[config.mk]
export PLATFORM = sky130hd
export DESIGN_NAME = epc_hash
export DESIGN_NICKNAME = d
export VERILOG_FILES = /design/src/hdl/epc_pkg.sv /design/src/hdl/epc_hash.sv
export SDC_FILE = /design/constraint.sdc
export NUM_CORES = 2
export LEC_CHECK = 0
export ABC_AREA = 1
export BUFFER_PORTS_ARGS = -buffer_cell sky130_fd_sc_hd__buf_2
export CAP_MARGIN = 25
export CORE_MARGIN = 2
export CORE_UTILIZATION = 50
export CTS_BUF_LIST = sky130_fd_sc_hd__clkbuf_16
export CTS_CLUSTER_DIAMETER = 120
export CTS_CLUSTER_SIZE = 40
export DETAILED_ROUTE_END_ITERATION = 8
export PLACE_DENSITY = 0.65
export SYNTH_ARGS = -nofsm -noshare
export SYNTH_HDL_FRONTEND = slang
export SYNTH_SLANG_ARGS = --single-unit
[constraint.sdc]
create_clock -name clk -period 20.7 [get_ports clk]
set_input_delay 2.07 -clock clk [delete_from_list [all_inputs] [get_ports clk]]
set_output_delay 2.07 -clock clk [all_outputs]
set_load 0.02 [all_outputs]
[src/hdl/epc_pkg.sv]
// Shared constants and codes for the exact point counter.
// No dependencies; imported by the top module, epc_hash and the testbench.
`default_nettype none
package epc_pkg;

    localparam logic [63:0] GOLDEN   = 64'h9e3779b97f4a7c15;
    localparam logic [63:0] GOLDEN2  = 64'h3c6ef372fe94f82a;
    localparam logic [63:0] MIX_K1   = 64'hbf58476d1ce4e5b9;
    localparam logic [63:0] MIX_K2   = 64'h94d049bb133111eb;
    localparam logic [63:0] MAG_MASK = 64'h7fffffffffffffff;
    localparam logic [63:0] EXP_MASK = 64'h7ff0000000000000;

    localparam int COORD_W   = 64;
    localparam int SLOT_IN_W = 10;
    localparam int ENTRIES_W = 11;
    localparam int OUTCNT_W  = 32;

    localparam logic [1:0] FUNC_ADD   = 2'd0;
    localparam logic [1:0] FUNC_READ  = 2'd1;
    localparam logic [1:0] FUNC_CLEAR = 2'd2;

    localparam logic [1:0] ST_OK      = 2'd0;
    localparam logic [1:0] ST_INVALID = 2'd1;
    localparam logic [1:0] ST_FULL    = 2'd2;

    // Channel offset ch * GOLDEN, modulo 2^64, for ch 0 to 2
    function automatic logic [63:0] chan_offset(input logic [1:0] ch);
        logic [63:0] r;
        begin
            case (ch)
                2'd0:    r = 64'd0;
                2'd1:    r = GOLDEN;
                default: r = GOLDEN2;
            endcase
            return r;
        end
    endfunction

    // Replace a zero of either sign by +0
    function automatic logic [63:0] norm_zero(input logic [63:0] b);
        begin
            return ((b & MAG_MASK) == 64'd0) ? 64'd0 : b;
        end
    endfunction

endpackage
`default_nettype wire

[src/hdl/epc_hash.sv]
// Point hash: six splitmix64 finalizers on one shared 32x32 multiplier.
// Depends on epc_pkg.
`default_nettype none
module epc_hash (
    input  wire logic        clk,
    input  wire logic        rst_n,
    input  wire logic        start,
    input  wire logic [63:0] coord_x,
    input  wire logic [63:0] coord_y,
    input  wire logic [63:0] coord_z,
    output logic             done,
    output logic      [63:0] hash
);
    import epc_pkg::*;

    typedef enum logic [1:0] {H_IDLE, H_LOAD, H_MIX, H_FOLD} hstate_t;

    hstate_t     state_reg;
    logic [63:0] v_reg, h_reg, acc_reg, p_reg;
    logic [3:0]  ph_reg;
    logic [1:0]  ch_reg;
    logic        second_reg, done_reg;

    logic [63:0] k_sel, coord_sel, prod, v_xs;
    logic [31:0] mul_a, mul_b;

    // Pick the constant, the operand halves and the shift for this phase
    always_comb
    begin
        k_sel = (ph_reg < 4'd5) ? MIX_K1 : MIX_K2;
        mul_a = (ph_reg == 4'd3 || ph_reg == 4'd8) ? v_reg[63:32] : v_reg[31:0];
        mul_b = (ph_reg == 4'd2 || ph_reg == 4'd7) ? k_sel[63:32] : k_sel[31:0];
        prod  = 64'(mul_a) * 64'(mul_b);
        case (ph_reg)
            4'd0:    v_xs = v_reg ^ (v_reg >> 30);
            4'd5:    v_xs = v_reg ^ (v_reg >> 27);
            default: v_xs = v_reg ^ (v_reg >> 31);
        endcase
        case (ch_reg)
            2'd0:    coord_sel = coord_x;
            2'd1:    coord_sel = coord_y;
            default: coord_sel = coord_z;
        endcase
    end

    // Sequence loads, mix phases and folds
    always_ff @(posedge clk or negedge rst_n)
    begin
        if (!rst_n)
        begin
            state_reg  <= H_IDLE;
            ph_reg     <= 4'd0;
            ch_reg     <= 2'd0;
            second_reg <= 1'b0;
            done_reg   <= 1'b0;
        end
        else
        begin
            done_reg <= 1'b0;
            case (state_reg)
                H_IDLE:
                begin
                    if (start)
                    begin
                        h_reg     <= GOLDEN;
                        ch_reg    <= 2'd0;
                        state_reg <= H_LOAD;
                    end
                end
                H_LOAD:
                begin
                    v_reg      <= coord_sel + chan_offset(ch_reg);
                    second_reg <= 1'b0;
                    ph_reg     <= 4'd0;
                    state_reg  <= H_MIX;
                end
                H_FOLD:
                begin
                    v_reg      <= h_reg ^ v_reg;
                    second_reg <= 1'b1;
                    ph_reg     <= 4'd0;
                    state_reg  <= H_MIX;
                end
                H_MIX:
                begin
                    ph_reg <= ph_reg + 4'd1;
                    case (ph_reg)
                        4'd0, 4'd5: v_reg <= v_xs;
                        4'd1, 4'd6: p_reg <= prod;
                        4'd2, 4'd7:
                        begin
                            acc_reg <= p_reg;
                            p_reg   <= prod;
                        end
                        4'd3, 4'd8:
                        begin
                            acc_reg <= acc_reg + {p_reg[31:0], 32'd0};
                            p_reg   <= prod;
                        end
                        4'd4, 4'd9: v_reg <= acc_reg + {p_reg[31:0], 32'd0};
                        default:
                        begin
                            v_reg <= v_xs;
                            if (!second_reg)
                            begin
                                state_reg <= H_FOLD;
                            end
                            else
                            begin
                                h_reg <= v_xs;
                                if (ch_reg == 2'd2)
                                begin
                                    done_reg  <= 1'b1;
                                    state_reg <= H_IDLE;
                                end
                                else
                                begin
                                    ch_reg    <= ch_reg + 2'd1;
                                    state_reg <= H_LOAD;
                                end
                            end
                        end
                    endcase
                end
                default: state_reg <= H_IDLE;
            endcase
        end
    end

    assign done = done_reg;
    assign hash = h_reg;

`ifndef ASSERT_OFF
    a_start_busy: assert property (@(posedge clk) disable iff (!rst_n)
        (start && state_reg == H_IDLE) |=> !done)
        else $error("hash done right after start");
    a_phase_range: assert property (@(posedge clk) disable iff (!rst_n)
        state_reg == H_MIX |-> ph_reg <= 4'd10)
        else $error("mix phase out of range");
    a_done_idle: assert property (@(posedge clk) disable iff (!rst_n)
        done |-> state_reg == H_IDLE && ch_reg == 2'd2)
        else $error("done without finishing all channels");
`endif

endmodule
`default_nettype wire

# [Word level (Yosys, flattened, before mapping)]
# Index checks and enable logic that the tools add are counted.
[op_classes] n_addsub=4 mul=1 order_cmp=1 eq_ne=19 muxes=30 n_bitwise=4 n_reduce_logical=22
[ops] cell="case mux 64 bit (2 select lines)" n=6
[ops] cell="two-way mux 64 bit" n=4
[ops] cell="case mux 64 bit (3 select lines)" n=1
[ops] cell="adder 64 bit" n=2
[ops] cell="multiplier 32 x 32 -> 64 bit" n=1
[ops] cell="two-way mux 32 bit" n=2
[ops] cell="bitwise XOR 64 x 33 -> 64 bit" n=1
[ops] cell="bitwise XOR 64 x 34 -> 64 bit" n=1
[ops] cell="bitwise XOR 64 x 37 -> 64 bit" n=1
[ops] cell="bitwise XOR 64 bit" n=1
[ops] cell="two-way mux 62 bit" n=1
[ops] cell="== test 4 x 3 -> 1 bit, second input constant" n=4
[ops] cell="two-way mux 2 bit" n=7
[ops] cell="!= test 2 bit, second input constant" n=5
[ops] cell="AND reduction 5 bit" n=2
[ops] cell="OR reduction 10 bit" n=1
[ops] cell="AND reduction 3 bit" n=3
[ops] cell="== test 4 x 2 -> 1 bit, second input constant" n=2
[ops] cell="== test 4 bit, second input constant" n=2
[ops] cell="case mux 4 bit (2 select lines)" n=1
[ops] cell="nonzero test 2 bit" n=4
[ops] cell="OR reduction 2 bit" n=4
[ops] cell="== test 2 bit, second input constant" n=3
[ops] cell="case mux 2 bit (3 select lines)" n=1
[ops] cell="other kinds (14)" n=21
[word_totals] ff_bits=266 in_bits=195 output_inout_bits=65 word_cells=90

# [Depth between registers and ports, before layout]
[logic_depth] depth_word=5 depth_mapped=40 mapped_depth_nobuf=39

# [Worst setup path before layout]
# OpenSTA, ideal clock, no wires.
[synth_path] path_kind="flip-flop to flip-flop" from="register ph_reg[0]" to="register p_reg[61] (data pin)" setup_ns=0.259 arrival_ns=7.502 path_slack_ns=12.940 stages_incl_launch_ff=34 path_buffers=2 cell_sequence="dfrtp_1 > inv_1 > ha_1 > nand3_1 > nand2_2 > buf_6 > buf_2 > nand2_1 > o21ai_1 > inv_2 > nor2_1 > inv_1 > fa_1 > inv_1 > fa_1 > inv_1 > fa_1 > fa_1 > inv_1 > fa_1 > fa_1 > fa_1 > fa_1 > ha_1 > nand2_1 > inv_1 > a21oi_1 > a21boi_0 > o21ai_0 > nand2_1 > nand3_1 > nand2_1 > nand3_1 > xor2_1"
[synth_between] elab_chain_cells=4 elab_cells_between_ends=11 cone_classes="mul: 1; order compare: 1; eq/ne: 4; mux: 3; reduce/logical: 2"
[synth_lines] item="start: declaration" line="epc_hash.sv:20" rtl="logic [3:0] ph_reg;"
[synth_lines] item="start signal: assignment" line="epc_hash.sv:86" rtl="ph_reg <= ph_reg + 4'd1;"
[synth_lines] item="< comparator 4 x 3 -> 1 bit (tied with other cells)" line="epc_hash.sv:30" rtl="k_sel = (ph_reg < 4'd5) ? MIX_K1 : MIX_K2;"
[synth_lines] item="two-way mux 62 bit (tied with other cells)" line="epc_hash.sv:30"
[synth_lines] item="two-way mux 32 bit (on tied branches)" line="epc_hash.sv:32, epc_hash.sv:31"
[synth_lines] item="multiplier 32 x 32 -> 64 bit *" line="epc_hash.sv:33" rtl="prod = 64'(mul_a) * 64'(mul_b);"
[synth_lines] item="via prod[61]" line="epc_hash.sv:24" rtl="logic [63:0] k_sel, coord_sel, prod, v_xs;"
[synth_lines] item="end signal: assignment" line="epc_hash.sv:89" rtl="4'd1, 4'd6: p_reg <= prod;"
[synth_lines] item="end signal: assignment" line="epc_hash.sv:93" rtl="p_reg <= prod;"
[synth_lines] item="end signal: assignment" line="epc_hash.sv:98" rtl="p_reg <= prod;"
[synth_lines] item="end: declaration" line="epc_hash.sv:19" rtl="logic [63:0] v_reg, h_reg, acc_reg, p_reg;"
# Mark *: on every way through the listed nets, which the timed path passes. The rest lies on a longest branch.
# A chain may end at the register's enable or synchronous reset.

# [Worst setup path after layout]
[layout_path] from="register ph_reg[0]" to="register p_reg[53] (data pin)"
# Same word-level chain as after synthesis.

==> metrics.md <==
| Metric | Value |
|---|---|
| Worst-Margin Slew | 1031 ps |
| Pre-antenna DRT Iters | 6 |
| Critical hold path startpoint | p_reg[53] |
| Sequential fraction of the synthesis area | 0.1536 |
| Number of I/O port buffers | 259 |
| Fillers | 10090 |
| Most common cell in the synthesized netlist | inv_1 |
| Synth top cells by count | 1501 x inv_1, 1218 x nand2_1, 794 x fa_1 |
| Synth area leaders | fa_1 31%, edfxtp_1 15%, inv_1 11% |
| Hold path endpoint | acc_reg[53] |
| Synth cell types | 60 |
| Reg2reg start | ph_reg[0] |
| Top Ports | between 200 and 300 |
| Drt wl/cell | about 25 um |
| Reg area | 0.007938 mm^2 |
| Class of the worst hold path | reg -> reg |
| Vias/cell | 5.646 |
| Crit path buf inv count | 8 |
| DIE WIDTH | 325.5 um |
| CTS Root Cell | clkbuf_16 |
| CP Launch Type | register |
| Status | complete, no violations |
| Final ANT Viol Nets | 0 |
| CORE AREA | roughly 0.10 mm^2 |
| Post-synthesis register bit count | 266 |
| Vias | 45340 |
| Routed WL | 203200 um |
| RSZ-0062 raised after global routing | no |
| Dominant synthesized flop cell | edfxtp_1 |
| Setup crit end kind | register |
| Hold buffers post-CTS | 0 |
| Post-Synthesis Cell Area | 0.05166 mm^2 |
| Flop-to-flop setup slack | 9900 ps |
| Yosys top cell by area | fa_1 |
| Antenna violations before repair | 5 |
| CTS resizes | 0 |
| Critical path peak fanout | 66 |
| Mean Syn Cell Area | 7.919 um^2 |
| Vias in the first global route | 43960 |
| Area of the multi-input gates | between 0.03 and 0.04 mm^2 |
| Asr flop ratio synth | 0.03759 |
| Share of cells above drive strength 1 | 0.08347 |
| Min cycle time layout | 10800 ps |
| First-pass GRT wire length | 296600 um |
| Gpl congestion | 1.038 |
| CTS Sinks | 266 |
| Post-synthesis cell count | 6524 |
| Initial DRC count | 5631 |
| Max-slew headroom | 0.3130 |
| Worst path top cell family by delay | adder cells |
| Area grow syn2layout | 5.711% |
| HPWL Detailed | 175100 um |
| Remaining DRCs | 0 |
| Yosys warns | 0 |
| Fmax | 92.55 MHz |
| Clock skew | 35.28 ps |
| GRT Residual Overflow | 0 |
| CTS tree | done |
| CP most frequent cell | fa_1 |
| Number of enable flip-flop cells after synthesis | ~260 |
| Post-CTS Setup Bufs | 0 |
| Max Root-Sink Buffers | 3 |
| Largest net degree at the start of global routing | 68 |
| Util after Layout | 0.5345 |
| Num CTS Buffers | 11 |
| Die ar. | 0.1059 mm^2 |
| Final #Nets | 8083 |
| Mapped Nets | 7950 |
| Final Max Slew Viols | 0 |
| # H-tree levels | 1 |
| Final setup violation count | 0 |
| R2R Path End | p_reg[53] |
| Share of the synthesized area in the top cell type | 0.3077 |
| CP required | 21010 ps |
| Die Y | 325.5 um |
| Worst EP arrival | 11110 ps |
| Final Hold Viols | 0 |
| Clock transition at path regs | roughly 150 ps |
| Site row count | between 100 and 150 |
| Slowest CP cell | buf_4 |
| Crit path largest cell delay | 760 ps |
| R2R cell count | 30 |
| Crit share post-route | 0.5220 |
| Hold Path Stages | 2 |
| Max-cap viol count | 0 |
| Fin Setup TNS | 0 ps |
| CP Class | reg -> reg |
| Initial Util | 0.5056 |
| GRT Overall Usage | 0.3818 |
| Worst-Skew Late Latency | 550 ps |
[worst reg2reg max path, delay by kind of cell (launching register included)]
family,cells,cell delay [ps]
compound gates,2,420
xor+xnor,1,140
fa+ha+maj,10,5060
buf+inv,8,1890
flops,1,420
simple gates,9,2680
[final cells by class]
| cell class | instances | area share |
|---|---|---|
| Sequential cell | 266 | 0.1453 |
| Timing Repair Buffer | 315 | 0.03150 |
| Clock buffer | 11 | 0.005040 |
| Multi-Input combinational cell | 4510 | 0.6784 |
| Antenna cell | 2 | 0.00009164 |
| Clock inverter | 6 | 0.001512 |
| Tap cell | 1368 | 0.03134 |
| Inverter | 1553 | 0.1067 |
[placed cells by master (no fill, tap or decap), types with 11 or more instances in the layout]
master,instances
a21oi_1,270
nor4_1,12
nand3_1,276
a221oi_1,13
nor2_2,38
o21ai_0,201
a31oi_1,31
nand2_2,31
o21ai_1,28
nand4_1,28
nor3_1,31
inv_2,50
nor2_4,12
xnor2_1,64
nand3_2,21
clkbuf_16,11
fa_1,794
buf_4,55
buf_2,259
edfxtp_1,256
o21bai_1,25
o2111ai_1,15
nand2_1,1218
nor2_1,659
a21o_1,28
o22ai_1,53
xor2_1,80
a211oi_1,11
o21ai_2,17
or2_2,34
inv_1,1499
ha_1,435
[per-layer routing]
metal	vias up	global-route usage	part of all wire
met4	6	0.1348	0.044
met3	311	0.06903	0.11
met5	-	0.004529	0.00042
met1	22150	0.5530	0.42
met2	2582	0.5737	0.43
li1	20290	-	-
[worst max-delay path by stage]
stage	start	endpoint	slack, ps	depth (start not counted)
floorplan	ph_reg[0]	p_reg[61]	12940	33
global placement	ph_reg[0]	p_reg[53]	9720	28
detailed placement	ph_reg[0]	p_reg[61]	9870	32
CTS	ph_reg[0]	p_reg[53]	9830	32
global route	ph_reg[0]	p_reg[53]	9500	30
finish	ph_reg[0]	p_reg[53]	9900	30
[cell families after synthesis]
kind of cell | synth area share
fa+ha+maj | 0.4135
flops | 0.1536
buf+inv | 0.1306
compound gates | 0.08268
xor+xnor | 0.02441
simple gates | 0.1952
[per-stage QoR]
| step | cells | hold WS, ps | area (um^2) | worst slack [ps] |
|---|---|---|---|---|
| global route | 8029 | 568.9 | 54610 | 9502 |
| global placement | 8010 | 508.9 | 54230 | 9721 |
| finish | 8031 | 544.0 | 54610 | 9895 |
| CTS | 8028 | 545.2 | 54600 | 9825 |
| detailed placement | 8011 | 510.9 | 54240 | 9872 |
| floorplan | 6524 | 487.4 | 51660 | 12940 |
Power is left out: the tool's default activity adds up to more than one toggle a clock period on the data nets, which glitch-free logic cannot reach.
