==> config.mk <==
export PLATFORM = sky130hd
export DESIGN_NAME = epc_ram
export DESIGN_NICKNAME = d
export VERILOG_FILES = /design/src/hdl/epc_ram.sv
export SDC_FILE = /design/constraint.sdc
export NUM_CORES = 1
export LEC_CHECK = 0
export BUFFER_PORTS_ARGS = -buffer_cell sky130_fd_sc_hd__buf_4
export CORE_MARGIN = 2
export CORE_UTILIZATION = 40
export CTS_CLUSTER_DIAMETER = 30
export DETAILED_ROUTE_END_ITERATION = 7
export SETUP_SLACK_MARGIN = 0.15
export SLEW_MARGIN = 40
export SYNTH_ARGS = -nofsm -noshare
export SYNTH_HDL_FRONTEND = slang
export SYNTH_SLANG_ARGS = --single-unit
==> constraint.sdc <==
create_clock -name clk -period 2.32 [get_ports clk]
set_clock_uncertainty 0.2 [all_clocks]
set_input_delay 0.232 -clock clk [delete_from_list [all_inputs] [get_ports clk]]
set_output_delay 0.232 -clock clk [all_outputs]
set_load 0.02 [all_outputs]
==> src/hdl/epc_ram.sv <==
// Generic single-port RAM with registered read.
// No dependencies.
`default_nettype none
module epc_ram #(
    parameter int WIDTH = 8,
    parameter int DEPTH = 16
) (
    input  wire logic                     clk,
    input  wire logic                     we,
    input  wire logic [$clog2(DEPTH)-1:0] addr,
    input  wire logic [WIDTH-1:0]         wdata,
    output logic      [WIDTH-1:0]         rdata
);

    logic [WIDTH-1:0] mem [DEPTH];

    // Write and read one address a cycle
    always_ff @(posedge clk)
    begin
        if (we)
        begin
            mem[addr] <= wdata;
        end
        rdata <= mem[addr];
    end

endmodule
`default_nettype wire

# Word-level counts from Yosys, hierarchy flattened
# Memories as Yosys holds them, arrays and structs flattened. A register that Yosys moved wholly into a read port is not among the register bits.
# Index checks and enable logic that the tools add are counted.
# word_totals
out_inout_bits	8
ram_bits	128
elab_cells	3
n_memories	1
input_bits	14
register_bits	0
# op_classes
mux	2
# memory_table
memory	words	word_bits	read_ports	rd_ports_with_merged_regs	write_ports	line	rtl
mem	16	8	1	1	1	15	logic [WIDTH-1:0] mem [DEPTH];
# ops
op	count
2-to-1 mux 1 bit	2

# Depth between registers and ports, before layout
# Gate-level depths: netlist (run 1).
# logic_depth
depth_word	2
ltp_mapped	5
ltp_nobuf	3

# Worst setup path before layout (run 1)
# No wires, ideal clock.
# synth_path
path_kind	input-to-reg
startpoint	in addr[2]
endpoint	mem mem[0][0] (enable)
stages	2
t_arrival_ps	1342
setup_slack_ps	395
setup_time_ps	383
path_buffers	0
t_required_ps	1737
cell_sequence	or3b_2 -> nor3_1
# synth_lines
item	line	rtl
start: declaration	10	input wire logic [$clog2(DEPTH)-1:0] addr,
end: declaration	15	
# Straight into the memory's write port.

# Worst setup path after layout (run 1)
# layout_path
startpoint	in addr[0]
endpoint	mem mem[6][0] (enable)
# Straight into the memory's write port.

==> results of run 1 <==
-- final timing paths --
kind | startpoint | end | slack [ns] | cells after the start
worst max register to register | mem[2][1]$_DFFE_PP_ | rdata[1]$_DFF_P_ | 0.77 | 3
worst max-delay path | addr[0] | mem[6][0]$_DFFE_PP_ | 0.73 | 4
worst min register to register | mem[14][1]$_DFFE_PP_ | rdata[1]$_DFF_P_ | 0.46 | 3
worst min-delay path | addr[3] | mem[1][6]$_DFFE_PP_ | 0.12 | 3
-- power by group --
group          total, mW  internal [mW]  switching (mW)  leakage (nW)
clock               2.57           1.66           0.916         0.276
sequential          2.76           2.75          0.0143          1.22
combinational      0.302          0.139           0.164         0.556
-- per-stage QoR --
| stage | power, mW | instances | hold WS, ns | util, % | area (um2) |
|---|---|---|---|---|---|
| detailed placement | 3.111 | 432 | 0.3531 | 44.40 | 5558 |
| global route | 5.843 | 472 | 0.1284 | 49.60 | 6208 |
| floorplan | 2.972 | 230 | 0.1309 | - | 5067 |
| finish | 5.638 | 472 | 0.1242 | 49.60 | 6208 |
| CTS | 5.714 | 472 | 0.09383 | 49.58 | 6206 |
| global placement | 3.105 | 432 | 0.3398 | 44.38 | 5555 |
-- flip-flops by register name, summed over array words and instances, names as in the netlist --
signal,cells
rdata,8
mem,128
-- Yosys cell counts --
library cell | n | area share (%)
nand2_1 | 9 | 0.67
clkbuf_2 | 1 | 0.099
buf_6 | 2 | 0.44
a22oi_1 | 16 | 2.4
edfxtp_1 | 128 | 76
nand3_1 | 1 | 0.099
dfxtp_1 | 8 | 3.2
nor2b_1 | 2 | 0.25
and2_1 | 1 | 0.12
nand3b_1 | 2 | 0.30
or3b_2 | 1 | 0.17
mux4_2 | 32 | 14
buf_1 | 4 | 0.30
nand2b_1 | 2 | 0.25
nor3_1 | 4 | 0.40
buf_2 | 2 | 0.20
nor2_1 | 13 | 0.96
clkbuf_1 | 2 | 0.15
-- layer usage --
metal / vias to the layer above / track usage, % / routed length (um)
li1: 1078 / - / -
met1: 1246 / 19.29 / 4077
met2: 45 / 26.47 / 5079
met3: 10 / 5.656 / 392
met4: 0 / 7.137 / 141
met5: - / 0 / 0
-- cell type report --
cell class / count / area [um2]
clock buffer: 19 / 432.9
fill: 1056 / 6309
timing repair buffer: 49 / 412.9
clock inverter: 13 / 135.1
sequential: 136 / 4004
tap: 172 / 215.2
multi-input combinational: 83 / 1008
-- worst register-to-register path, cell delays in order, from the launching register on --
cell	delay (ns)
edfxtp_1	0.37
mux4_2	0.47
a22oi_1	0.31
nand2_1	0.09
-- kinds of logic after synthesis --
kind of cell	Yosys count	synth area share [%]
DFF	136	79.01
and+or+nand+nor	35	3.210
muxes	32	14.22
AOI/OAI and AO/OA	16	2.370
buffers and inverters	11	1.185
==> impl_metrics.prom, run 1 <==
# TYPE chip_impl_metric gauge
chip_impl_info{name="outcome",value="finished, final reports clean"} 1
chip_impl_metric{name="num-nets-final",unit=""} 301
chip_impl_metric{name="post_cts_resize_count",unit=""} 0
chip_impl_metric{name="cts.sink_count",unit=""} 136
chip_impl_metric{name="start_util",unit="%"} 40.48
chip_impl_metric{name="drive_above_1_share",unit="%"} 33.33
chip_impl_metric{name="grt_overflow_total",unit=""} 0
chip_impl_metric{name="final_min_period_over_clock_period",unit="%"} 68.66
chip_impl_info{name="clk_root_buffer_cell",value="clkbuf_16"} 1
chip_impl_metric{name="place_hpwl",unit="mm"} 6.267
chip_impl_metric{name="clkSlewWorstSetupHoldPaths",unit="ns"} 0.05
chip_impl_metric{name="pwr_density_cell",unit="nW/um2"} 908.1
chip_impl_metric{name="cts_made_buffers",unit=""} 17
chip_impl_metric{name="placeableCoreArea",unit="um2"} 12520
chip_impl_metric{name="critical-path-max-stage-delay",unit="ns"} 0.57
chip_impl_metric{name="placer_s_final_routability_congestion_estimate",unit=""} 0.7837
chip_impl_info{name="rsz0062_at_grt",value="false"} 1
chip_impl_metric{name="arrival",unit="ns"} 1.43
chip_impl_info{name="crit_type",value="primary input to register"} 1
chip_impl_metric{name="buffer_ports.inserted",unit=""} 21
chip_impl_metric{name="ios",unit=""} 22
chip_impl_metric{name="static_leakage",unit="nW"} 2.056
chip_impl_metric{name="wire_length_of_the_first_global_routing_pass",unit="mm"} 14.90
chip_impl_metric{name="post_synth_instance_area",unit="um2"} 5067
chip_impl_metric{name="max_slew.worst_pin.slew",unit="ns"} 0.7573
chip_impl_metric{name="finalHoldViolations",unit=""} 0
chip_impl_metric{name="setup_violators_final",unit=""} 0
chip_impl_metric{name="drcViolationCount",unit=""} 0
chip_impl_metric{name="netlist-cell-type-count",unit=""} 18
chip_impl_metric{name="worstPathMaxFanout",unit=""} 17
chip_impl_metric{name="timing.final.ws_setup",unit="ns"} 0.7270
chip_impl_info{name="cp_common_cell",value="buf_4"} 1
chip_impl_metric{name="maxSlewViolCount",unit=""} 0
chip_impl_info{name="hold_path_class",value="primary input to register"} 1
chip_impl_metric{name="dieArea",unit="um2"} 13590
chip_impl_metric{name="post_drt_via_cell_ratio",unit=""} 5.040
chip_impl_metric{name="cts.path.max_buffers",unit=""} 2
chip_impl_metric{name="via_count_of_the_first_global_routing_pass",unit=""} 2516
chip_impl_metric{name="global_route.usage.total",unit="%"} 16.09
chip_impl_info{name="tritoncts",value="yes"} 1
chip_impl_info{name="timing.critical_path.slowest_stage_cell",value="nor2_1"} 1
chip_impl_metric{name="htree_levels",unit=""} 4
chip_impl_metric{name="drt_iter0_drc",unit=""} 165
chip_impl_metric{name="yosysSeqAreaShare",unit="%"} 79.01
chip_impl_metric{name="die-height",unit="um"} 116.6
chip_impl_metric{name="ys_ff_latch",unit=""} 136
chip_impl_metric{name="dr.pass1.iters",unit=""} 4
chip_impl_info{name="cpLargestDelayFamily",value="simple AND/OR/NAND/NOR gates"} 1
chip_impl_metric{name="die_w",unit="um"} 116.6
chip_impl_metric{name="grt_start_max_net_pins",unit=""} 24
chip_impl_metric{name="cp_num_buf_inv",unit=""} 2
chip_impl_info{name="timing.critical_path.cells",value="buf_4 > nand2b_1 > buf_4 > nor2_1"} 1
chip_impl_metric{name="drv.max_cap_violation_count",unit=""} 0
chip_impl_metric{name="clk-insertion-delay-late",unit="ns"} 0.41
chip_impl_metric{name="syn_nets",unit=""} 244
chip_impl_metric{name="synthesis.instances",unit=""} 230
chip_impl_info{name="final_cell_mix",value="edfxtp_1 (128), buf_4 (39), mux4_2 (32)"} 1
chip_impl_metric{name="cts.hold.buffers_added",unit=""} 8
chip_impl_metric{name="antenna_found_initial",unit=""} 0
chip_impl_metric{name="wl_per_cell",unit="um"} 20.53
chip_impl_info{name="critical_path.startpoint_type",value="primary input"} 1
chip_impl_metric{name="area_growth",unit="%"} 22.52
chip_impl_metric{name="totalWireLength",unit="mm"} 9.691
chip_impl_metric{name="max_freq",unit="GHz"} 0.6278
chip_impl_metric{name="n_antenna_cell",unit=""} 0
chip_impl_metric{name="ir_worst_vdd",unit="mV"} 0.8971
chip_impl_metric{name="timing.final.crit_period",unit="ns"} 1.593
chip_impl_metric{name="cp_data_required_time",unit="ns"} 2.16
chip_impl_metric{name="total_setup_buffers_inserted_after_cts",unit=""} 0
chip_impl_metric{name="fin_setup_tns",unit="ns"} 0
chip_impl_metric{name="slew-limit-headroom",unit="%"} 49.33
chip_impl_metric{name="final_antenna_net_count",unit=""} 0
chip_impl_info{name="layout_commonest_cell",value="edfxtp_1"} 1
chip_impl_metric{name="synth-warning-count",unit=""} 0
chip_impl_metric{name="routed-via-count",unit=""} 2379
chip_impl_metric{name="synthesis.area_per_instance",unit="um2"} 22.03
chip_impl_metric{name="row_count",unit=""} 41
chip_impl_info{name="worstSetupEndpointType",value="register"} 1
chip_impl_metric{name="dp_worst_setup_slack",unit="ns"} 0.3094
No activity file was read; power rests on OpenSTA's default activity.
==> inputs of run 2 (changes only) <==
==> constraint.sdc (replaced) <==
create_clock -name clk -period 1.3 [get_ports clk]
set_clock_uncertainty 0.2 [all_clocks]
set_input_delay 0.13 -clock clk [delete_from_list [all_inputs] [get_ports clk]]
set_output_delay 0.13 -clock clk [all_outputs]
set_load 0.02 [all_outputs]
==> run 2 against run 1 <==
Against the previous run:
- the flow now finishes with violations (setup timing)
- final cell count up 3.4%
- via count rose by 4.1%
- largest cell class unchanged
- flip-flop and latch count unchanged
- highest routed layer unchanged
- combinational power up 130%
- routed wire length increased by 2.6%
==> impl_metrics.prom, run 2 (same netlist as run 1, synthesis figures left out) <==
# TYPE chip_impl_metric gauge
chip_impl_metric{name="num-nets-final",unit=""} 317
chip_impl_metric{name="placeableCoreArea",unit="um2"} 12520
chip_impl_metric{name="routed-via-count",unit=""} 2476
chip_impl_metric{name="buffer_ports.inserted",unit=""} 21
chip_impl_metric{name="multi_input_comb_area",unit="um2"} 1227
chip_impl_metric{name="setup_violators_final",unit=""} 8
chip_impl_metric{name="totalWireLength",unit="mm"} 9.941
chip_impl_metric{name="filler_cell_count",unit=""} 989
chip_impl_info{name="layout_commonest_cell",value="edfxtp_1"} 1
chip_impl_metric{name="place_hpwl",unit="mm"} 6.519
chip_impl_metric{name="drcViolationCount",unit=""} 0
chip_impl_metric{name="grt_start_max_net_pins",unit=""} 30
chip_impl_metric{name="post_drt_via_cell_ratio",unit=""} 5.074
chip_impl_metric{name="timing.reg2reg.worst_path_depth",unit=""} 3
chip_impl_metric{name="slew-limit-headroom",unit="%"} 52.23
chip_impl_info{name="rsz0062_at_grt",value="true"} 1
chip_impl_metric{name="critical-path-max-stage-delay",unit="ns"} 0.46
chip_impl_metric{name="drive_above_1_share",unit="%"} 49.05
chip_impl_metric{name="drv.max_cap_violation_count",unit=""} 0
chip_impl_metric{name="worstPathMaxFanout",unit=""} 1
chip_impl_info{name="reg.largest.list",value="mem: 128 flops, rdata: 8 flops"} 1
chip_impl_metric{name="ios",unit=""} 22
chip_impl_info{name="critical_path.reg2reg.startpoint",value="mem[3][0]$_DFFE_PP_"} 1
chip_impl_metric{name="area_growth",unit="%"} 33.63
chip_impl_metric{name="via_count_of_the_first_global_routing_pass",unit=""} 2619
chip_impl_info{name="failing_checks",value="setup timing"} 1
chip_impl_metric{name="static_leakage",unit="nW"} 2.229
chip_impl_metric{name="timing.final.ws_setup",unit="ns"} -0.1804
chip_impl_metric{name="row_count",unit=""} 41
chip_impl_info{name="worstSetupEndpointType",value="register"} 1
chip_impl_metric{name="dp_worst_setup_slack",unit="ns"} -0.3736
chip_impl_info{name="outcome",value="finished with violations"} 1
chip_impl_info{name="top_usage_layer",value="met2"} 1
chip_impl_metric{name="htree_levels",unit=""} 4
chip_impl_info{name="critical_path_capture_point",value="rdata[0]$_DFF_P_"} 1
chip_impl_metric{name="ir_worst_vdd",unit="mV"} 1.329
chip_impl_metric{name="pwr_density_cell",unit="nW/um2"} 1479
chip_impl_info{name="clk_root_buffer_cell",value="clkbuf_16"} 1
chip_impl_metric{name="cts.path.max_buffers",unit=""} 2
chip_impl_metric{name="n_antenna_cell",unit=""} 0
chip_impl_metric{name="grt_overflow_total",unit=""} 0
chip_impl_metric{name="clkSlewWorstSetupHoldPaths",unit="ns"} 0.06
chip_impl_metric{name="dieArea",unit="um2"} 13590
chip_impl_info{name="top_register",value="mem"} 1
chip_impl_info{name="tritoncts",value="yes"} 1
chip_impl_metric{name="maxSlewViolCount",unit=""} 0
chip_impl_metric{name="gr-usage-met1",unit="%"} 21.05
chip_impl_metric{name="fin_setup_tns",unit="ns"} -1.226
chip_impl_metric{name="die_w",unit="um"} 116.6
chip_impl_metric{name="antenna_found_initial",unit=""} 0
chip_impl_metric{name="grtUsageMet3",unit="%"} 4.670
chip_impl_metric{name="clk-insertion-delay-late",unit="ns"} 0.42
chip_impl_metric{name="area.sequential",unit="um2"} 4013
chip_impl_info{name="timing.critical_path.slowest_stage_cell",value="mux4_2"} 1
chip_impl_metric{name="max_slew.worst_pin.slew",unit="ns"} 0.7150
chip_impl_metric{name="placer_s_final_routability_congestion_estimate",unit=""} 0.7250
chip_impl_info{name="final_cell_mix",value="edfxtp_1 (128), mux4_2 (32), buf_4 (26)"} 1
chip_impl_metric{name="wire_length_of_the_first_global_routing_pass",unit="mm"} 15.49
chip_impl_metric{name="finalHoldViolations",unit=""} 0
chip_impl_info{name="crit_type",value="register to register"} 1
chip_impl_metric{name="cts.sink_count",unit=""} 136
chip_impl_info{name="timing.critical_path.cells",value="mux4_2 > a22oi_1 > nand2_1"} 1
chip_impl_metric{name="met2_usage",unit="%"} 26.94
chip_impl_metric{name="wl_per_cell",unit="um"} 20.37
chip_impl_metric{name="dr.pass1.iters",unit=""} 4
chip_impl_metric{name="final_antenna_net_count",unit=""} 0
chip_impl_info{name="critical_path_source",value="mem[3][0]$_DFFE_PP_"} 1
chip_impl_metric{name="max_freq",unit="GHz"} 0.6755
chip_impl_info{name="critical_path.startpoint_type",value="register"} 1
chip_impl_metric{name="die-height",unit="um"} 116.6
chip_impl_info{name="rr_endpoint",value="rdata[0]$_DFF_P_"} 1
chip_impl_metric{name="global_route.usage.total",unit="%"} 16.63
chip_impl_metric{name="drt_iter0_drc",unit=""} 240
chip_impl_metric{name="arrival",unit="ns"} 1.57
chip_impl_metric{name="cp_data_required_time",unit="ns"} 1.39
chip_impl_metric{name="finish.utilization",unit="%"} 54.10
chip_impl_metric{name="max_reg_flops",unit=""} 128
chip_impl_metric{name="start_util",unit="%"} 40.48
chip_impl_metric{name="cts_made_buffers",unit=""} 17
chip_impl_metric{name="timing.final.crit_period",unit="ns"} 1.480
chip_impl_info{name="hold_path_class",value="primary input to register"} 1
chip_impl_metric{name="final_min_period_over_clock_period",unit="%"} 113.9
chip_impl_metric{name="setup.reg_to_reg.worst_slack",unit="ns"} -0.18
## run 2: changes by cell type in the layout (fill, tap and decap cells not counted), sizes merged
cell | before | now
bufinv | 3 | 1
clkinv | 9 | 8
clkbuf | 19 | 22
buf | 41 | 57
## run 2: worst max-delay path: cells and delay by family (launching register included)
kind / cells / cell delay, ns
muxes: 1 / 0.46
AOI/OAI and AO/OA: 1 / 0.26
DFF: 1 / 0.35
and+or+nand+nor: 1 / 0.08
## run 2: area by class of cell
cell class,count,area share [%]
clock buffer,22,6.855
clock inverter,10,1.164
multi-input combinational,83,18.13
sequential,136,59.26
tap,172,3.178
timing repair buffer,65,11.42
## run 2: worst min path at each step
stage               startpoint                   to  slack (ns)  cells past startpoint
detailed placement    wdata[4]  mem[6][4]$_DFFE_PP_        0.25                      1
global route           addr[3]  mem[3][3]$_DFFE_PP_        0.05                      3
CTS                    addr[3]  mem[3][3]$_DFFE_PP_        0.07                      3
global placement      wdata[6]  mem[7][6]$_DFFE_PP_        0.24                      1
floorplan             wdata[0]  mem[0][0]$_DFFE_PP_        0.03                      0
finish                 addr[3]  mem[3][3]$_DFFE_PP_        0.06                      3
## run 2: what timing repair did
item                       CTS  global route
setup buffers                2             3
hold buffers                 8             0
pin swaps                   18             3
hold endpoints to repair   128             0
resized for setup           27             3
cloned                       0             0
setup endpoints to repair   64            40
## run 2: routing by layer
metal / wire, um / part of all wire (%)
met3: 277 / 2.8
met5: 0 / 0
met2: 5000 / 50
met4: 204 / 2.1
met1: 4458 / 45
## run 2: per-stage QoR
stage | power (mW) | instances | hold slack [ns] | area (um2)
floorplan | 5.371 | 230 | 0.02887 | 5300
global placement | 5.648 | 443 | 0.2382 | 5949
detailed placement | 5.661 | 443 | 0.2525 | 5949
CTS | 10.08 | 485 | 0.06586 | 6708
global route | 10.33 | 488 | 0.05411 | 6771
finish | 10.02 | 488 | 0.05519 | 6771
## run 2: report_power, final
| group | internal, mW | switching (mW) | total (mW) |
|---|---|---|---|
| sequential | 4.91 | 0.0347 | 4.95 |
| combinational | 0.350 | 0.354 | 0.704 |
| clock | 2.70 | 1.67 | 4.37 |
| total | 7.96 | 2.06 | 10.0 |
==> inputs of run 3 (changes only) <==
--- a/config.mk
+++ b/config.mk
@@ -5,6 +5,7 @@
 export SDC_FILE = /design/constraint.sdc
 export NUM_CORES = 1
 export LEC_CHECK = 0
+export ABC_AREA = 1
 export BUFFER_PORTS_ARGS = -buffer_cell sky130_fd_sc_hd__buf_4
 export CORE_MARGIN = 2
 export CORE_UTILIZATION = 40
==> constraint.sdc (replaced) <==
create_clock -name clk -period 1.3 [get_ports clk]
set_clock_uncertainty 0.2 [all_clocks]
set_input_delay 0.195 -clock clk [delete_from_list [all_inputs] [get_ports clk]]
set_output_delay 0.195 -clock clk [all_outputs]
set_load 0.02 [all_outputs]
==> run 3 against run 2 <==
Against the previous run:
- the flow still finishes with violations (setup timing)
- clock-buffer cell count shrank 4
- routed wire length grew 26%
- first-iteration DRC count grew 10%
- flip-flop and latch count is the same
- fmax grew 13%
- sequential power is essentially flat
- register-to-register slack gained 0.30 ns
- power grew 0.47%
- design area grew 2.4%
- die area grew 10%
- synthesized cell count grew 140%
- clock power shrank 0.9%
- largest cell class unchanged
==> impl_metrics.prom, run 3 <==
# TYPE chip_impl_metric gauge
chip_impl_info{name="failing_checks",value="setup timing"} 1
chip_impl_metric{name="max_reg_flops",unit=""} 128
chip_impl_metric{name="grt_start_max_net_pins",unit=""} 33
chip_impl_metric{name="placeableCoreArea",unit="um2"} 13770
chip_impl_metric{name="pwr_density_cell",unit="nW/um2"} 1451
chip_impl_info{name="timing.critical_path.slowest_stage_cell",value="dfxtp_2"} 1
chip_impl_metric{name="wire_length_of_the_first_global_routing_pass",unit="mm"} 19.92
chip_impl_metric{name="dr.pass1.iters",unit=""} 4
chip_impl_info{name="worstHoldStart",value="addr[2]"} 1
chip_impl_metric{name="synthesis.instances",unit=""} 548
chip_impl_info{name="synthDominantAreaCellType",value="edfxtp_1"} 1
chip_impl_metric{name="num-nets-final",unit=""} 606
chip_impl_metric{name="dieArea",unit="um2"} 14940
chip_impl_metric{name="max_freq",unit="GHz"} 0.7631
chip_impl_metric{name="totalWireLength",unit="mm"} 12.49
chip_impl_metric{name="static_leakage",unit="nW"} 2.847
chip_impl_metric{name="timing.reg2reg.worst_path_depth",unit=""} 8
chip_impl_metric{name="placer_s_final_routability_congestion_estimate",unit=""} 0.8987
chip_impl_info{name="clk_root_buffer_cell",value="clkbuf_16"} 1
chip_impl_metric{name="maxSlewViolCount",unit=""} 0
chip_impl_metric{name="wl_per_cell",unit="um"} 15.91
chip_impl_metric{name="die-height",unit="um"} 122.2
chip_impl_metric{name="drt_iter0_drc",unit=""} 265
chip_impl_metric{name="placement.cell_area",unit="um2"} 6252
chip_impl_metric{name="filler_cell_count",unit=""} 1250
chip_impl_metric{name="arrival",unit="ns"} 0.92
chip_impl_metric{name="finish.utilization",unit="%"} 50.35
chip_impl_metric{name="post_synth_instance_area",unit="um2"} 5593
chip_impl_metric{name="post_drt_via_cell_ratio",unit=""} 4.692
chip_impl_info{name="tritoncts",value="yes"} 1
chip_impl_metric{name="antenna_found_initial",unit=""} 0
chip_impl_metric{name="final_antenna_net_count",unit=""} 0
chip_impl_metric{name="synthesis.area_per_instance",unit="um2"} 10.21
chip_impl_info{name="critical_path.reg2reg.startpoint",value="mem[3][1]$_DFFE_PP_"} 1
chip_impl_info{name="hold_path_class",value="primary input to register"} 1
chip_impl_metric{name="drcViolationCount",unit=""} 0
chip_impl_info{name="cpLargestDelayFamily",value="flip-flops"} 1
chip_impl_metric{name="drv.max_cap_violation_count",unit=""} 0
chip_impl_metric{name="place_hpwl",unit="mm"} 8.060
chip_impl_info{name="critical_path.startpoint_type",value="register"} 1
chip_impl_info{name="timing.critical_path.cells",value="buf_6"} 1
chip_impl_metric{name="buffer_ports.inserted",unit=""} 21
chip_impl_metric{name="routed-via-count",unit=""} 3683
chip_impl_metric{name="netlist-cell-type-count",unit=""} 11
chip_impl_metric{name="cts.path.max_buffers",unit=""} 2
chip_impl_metric{name="ir_worst_vdd",unit="mV"} 0.9828
chip_impl_metric{name="async_flop_share",unit="%"} 0
chip_impl_metric{name="setup_violators_final",unit=""} 1
chip_impl_metric{name="n_antenna_cell",unit=""} 0
chip_impl_info{name="synth_flop_cell",value="edfxtp_1"} 1
chip_impl_metric{name="critical-path-max-stage-delay",unit="ns"} 0.36
chip_impl_info{name="top_register",value="mem"} 1
chip_impl_metric{name="drive_above_1_share",unit="%"} 19.50
chip_impl_metric{name="start_util",unit="%"} 40.61
chip_impl_metric{name="synthDominantCellAreaShare",unit="%"} 68.72
chip_impl_metric{name="clk-insertion-delay-late",unit="ns"} 0.43
chip_impl_metric{name="slew-limit-headroom",unit="%"} 80.60
chip_impl_metric{name="finalHoldViolations",unit=""} 0
chip_impl_metric{name="yosysSeqAreaShare",unit="%"} 71.59
chip_impl_metric{name="final_min_period_over_clock_period",unit="%"} 100.8
chip_impl_metric{name="htree_levels",unit=""} 4
chip_impl_info{name="reg.largest.list",value="mem: 128 flops, rdata: 8 flops"} 1
chip_impl_metric{name="area.sequential",unit="um2"} 4014
chip_impl_metric{name="grt_overflow_total",unit=""} 0
chip_impl_metric{name="ys_ff_latch",unit=""} 136
chip_impl_metric{name="syn_nets",unit=""} 562
chip_impl_info{name="rr_endpoint",value="rdata[1]$_DFF_P_"} 1
chip_impl_metric{name="setup.reg_to_reg.worst_slack",unit="ns"} 0.12
chip_impl_metric{name="clkSlewWorstSetupHoldPaths",unit="ns"} 0.06
chip_impl_metric{name="die_w",unit="um"} 122.2
chip_impl_info{name="hold-path-endpoint",value="rdata[4]$_DFF_P_"} 1
chip_impl_metric{name="cp_data_required_time",unit="ns"} 0.90
chip_impl_info{name="yosys-top-cells-area",value="edfxtp_1 (69%), nand2_1 (23%), dfxtp_1 (2.9%)"} 1
chip_impl_info{name="final_cell_mix",value="nand2_1 (335), edfxtp_1 (128), buf_4 (26)"} 1
chip_impl_metric{name="row_count",unit=""} 43
chip_impl_metric{name="worstHoldPathCells",unit=""} 7
chip_impl_metric{name="worstPathMaxFanout",unit=""} 1
chip_impl_info{name="outcome",value="finished with violations"} 1
chip_impl_metric{name="cts_made_buffers",unit=""} 17
chip_impl_info{name="synth.most_common_cell",value="nand2_1"} 1
chip_impl_metric{name="multi_input_comb_area",unit="um2"} 1599
chip_impl_metric{name="timing.hold.ws",unit="ns"} 0.1234
chip_impl_metric{name="global_route.usage.total",unit="%"} 18.54
chip_impl_info{name="rsz0062_at_grt",value="true"} 1
chip_impl_metric{name="timing.final.crit_period",unit="ns"} 1.310
chip_impl_metric{name="max_slew.worst_pin.slew",unit="ns"} 0.2903
chip_impl_info{name="synth.top_cells.by_count",value="nand2_1 (346), edfxtp_1 (128), inv_1 (21), nor2_1 (18), buf_2 (12)"} 1
chip_impl_metric{name="synth-warning-count",unit=""} 0
chip_impl_metric{name="synth-edff-count",unit=""} 128
chip_impl_metric{name="ios",unit=""} 22
chip_impl_metric{name="total_setup_buffers_inserted_after_cts",unit=""} 0
chip_impl_metric{name="timing.final.ws_setup",unit="ns"} -0.01041
chip_impl_metric{name="fin_setup_tns",unit="ns"} -0.01041
chip_impl_metric{name="design_area",unit="um2"} 6934
chip_impl_metric{name="cts.sink_count",unit=""} 136
chip_impl_metric{name="cp_num_buf_inv",unit=""} 1
chip_impl_metric{name="via_count_of_the_first_global_routing_pass",unit=""} 3722
chip_impl_metric{name="area_growth",unit="%"} 23.98
chip_impl_info{name="worstSetupEndpointType",value="primary output"} 1
chip_impl_info{name="layout_commonest_cell",value="nand2_1"} 1
chip_impl_info{name="crit_type",value="register to primary output"} 1
==> run 3: cell types whose count changed after synthesis, sizes merged, moves of 2 or more <==
cell | previous run | this run
a22oi | 16 | 0
inv | 0 | 22
buf | 8 | 18
nor2 | 13 | 18
nand2b | 2 | 0
nor2b | 2 | 0
nor3 | 4 | 0
mux4 | 32 | 0
nand2 | 9 | 346
nand3 | 1 | 4
nand3b | 2 | 0
==> run 3: power breakdown <==
| part | internal, mW | total (mW) | switching (mW) |
|---|---|---|---|
| sequential | 4.91 | 4.95 | 0.0407 |
| combinational | 0.274 | 0.786 | 0.511 |
| clock | 2.59 | 4.33 | 1.74 |
==> run 3: cells by family (layout without fill, tap and decap cells) <==
logic type	Yosys count	after routing	share of synthesized area, %
buffers and inverters	44	101	3.624
and+or+nand+nor	368	368	24.79
DFF	136	136	71.59
==> run 3: worst max path at each step <==
stage                                 from                   end  slack (ns)  depth (start not counted)
after floorplan                    addr[1]  mem[13][0]$_DFFE_PP_       -0.04                          5
after global placement             addr[0]  mem[14][0]$_DFFE_PP_       -0.20                          4
after detailed placement           addr[0]  mem[14][1]$_DFFE_PP_       -0.21                          4
after CTS                 rdata[0]$_DFF_P_              rdata[0]       -0.03                          1
after global routing      rdata[0]$_DFF_P_              rdata[0]       -0.03                          1
final                     rdata[0]$_DFF_P_              rdata[0]       -0.01                          1
==> run 3: final cells by class <==
class / count / area share [%]
clock buffers: 18 / 6.189
flip-flops and latches: 136 / 57.89
clock inverters: 14 / 1.588
well taps: 180 / 3.248
inverters: 23 / 1.606
repair buffers: 46 / 6.424
multi-input cells: 368 / 23.06
==> run 3: what timing repair did <==
item                                    CTS  global route
gates resized for setup                  20            11
pin swaps                                24            35
hold buffers                              8             0
endpoints found under the hold margin   128             0
endpoints found under the setup margin   15            16
==> run 3: metal layers <==
| layer | GRT usage [%] | routed length [um] | up-vias | part of all wire [%] |
|---|---|---|---|---|
| met5 | 0 | 0 | - | 0 |
| met1 | 24.17 | 5852 | 1746 | 47 |
| met3 | 4.740 | 498 | 21 | 4.0 |
| met2 | 29.34 | 5908 | 67 | 47 |
| met4 | 8.261 | 229 | 0 | 1.8 |
| li1 | - | - | 1849 | - |
==> run 3: per-stage QoR <==
| step | std cells | setup WS, ns | power, mW |
|---|---|---|---|
| finish | 785 | -0.01041 | 10.06 |
| global route | 785 | -0.02922 | 10.42 |
| CTS | 785 | -0.02706 | 10.14 |
| detailed placement | 745 | -0.2067 | 5.773 |
| global placement | 745 | -0.1980 | 5.769 |
| floorplan | 548 | -0.04463 | 5.463 |
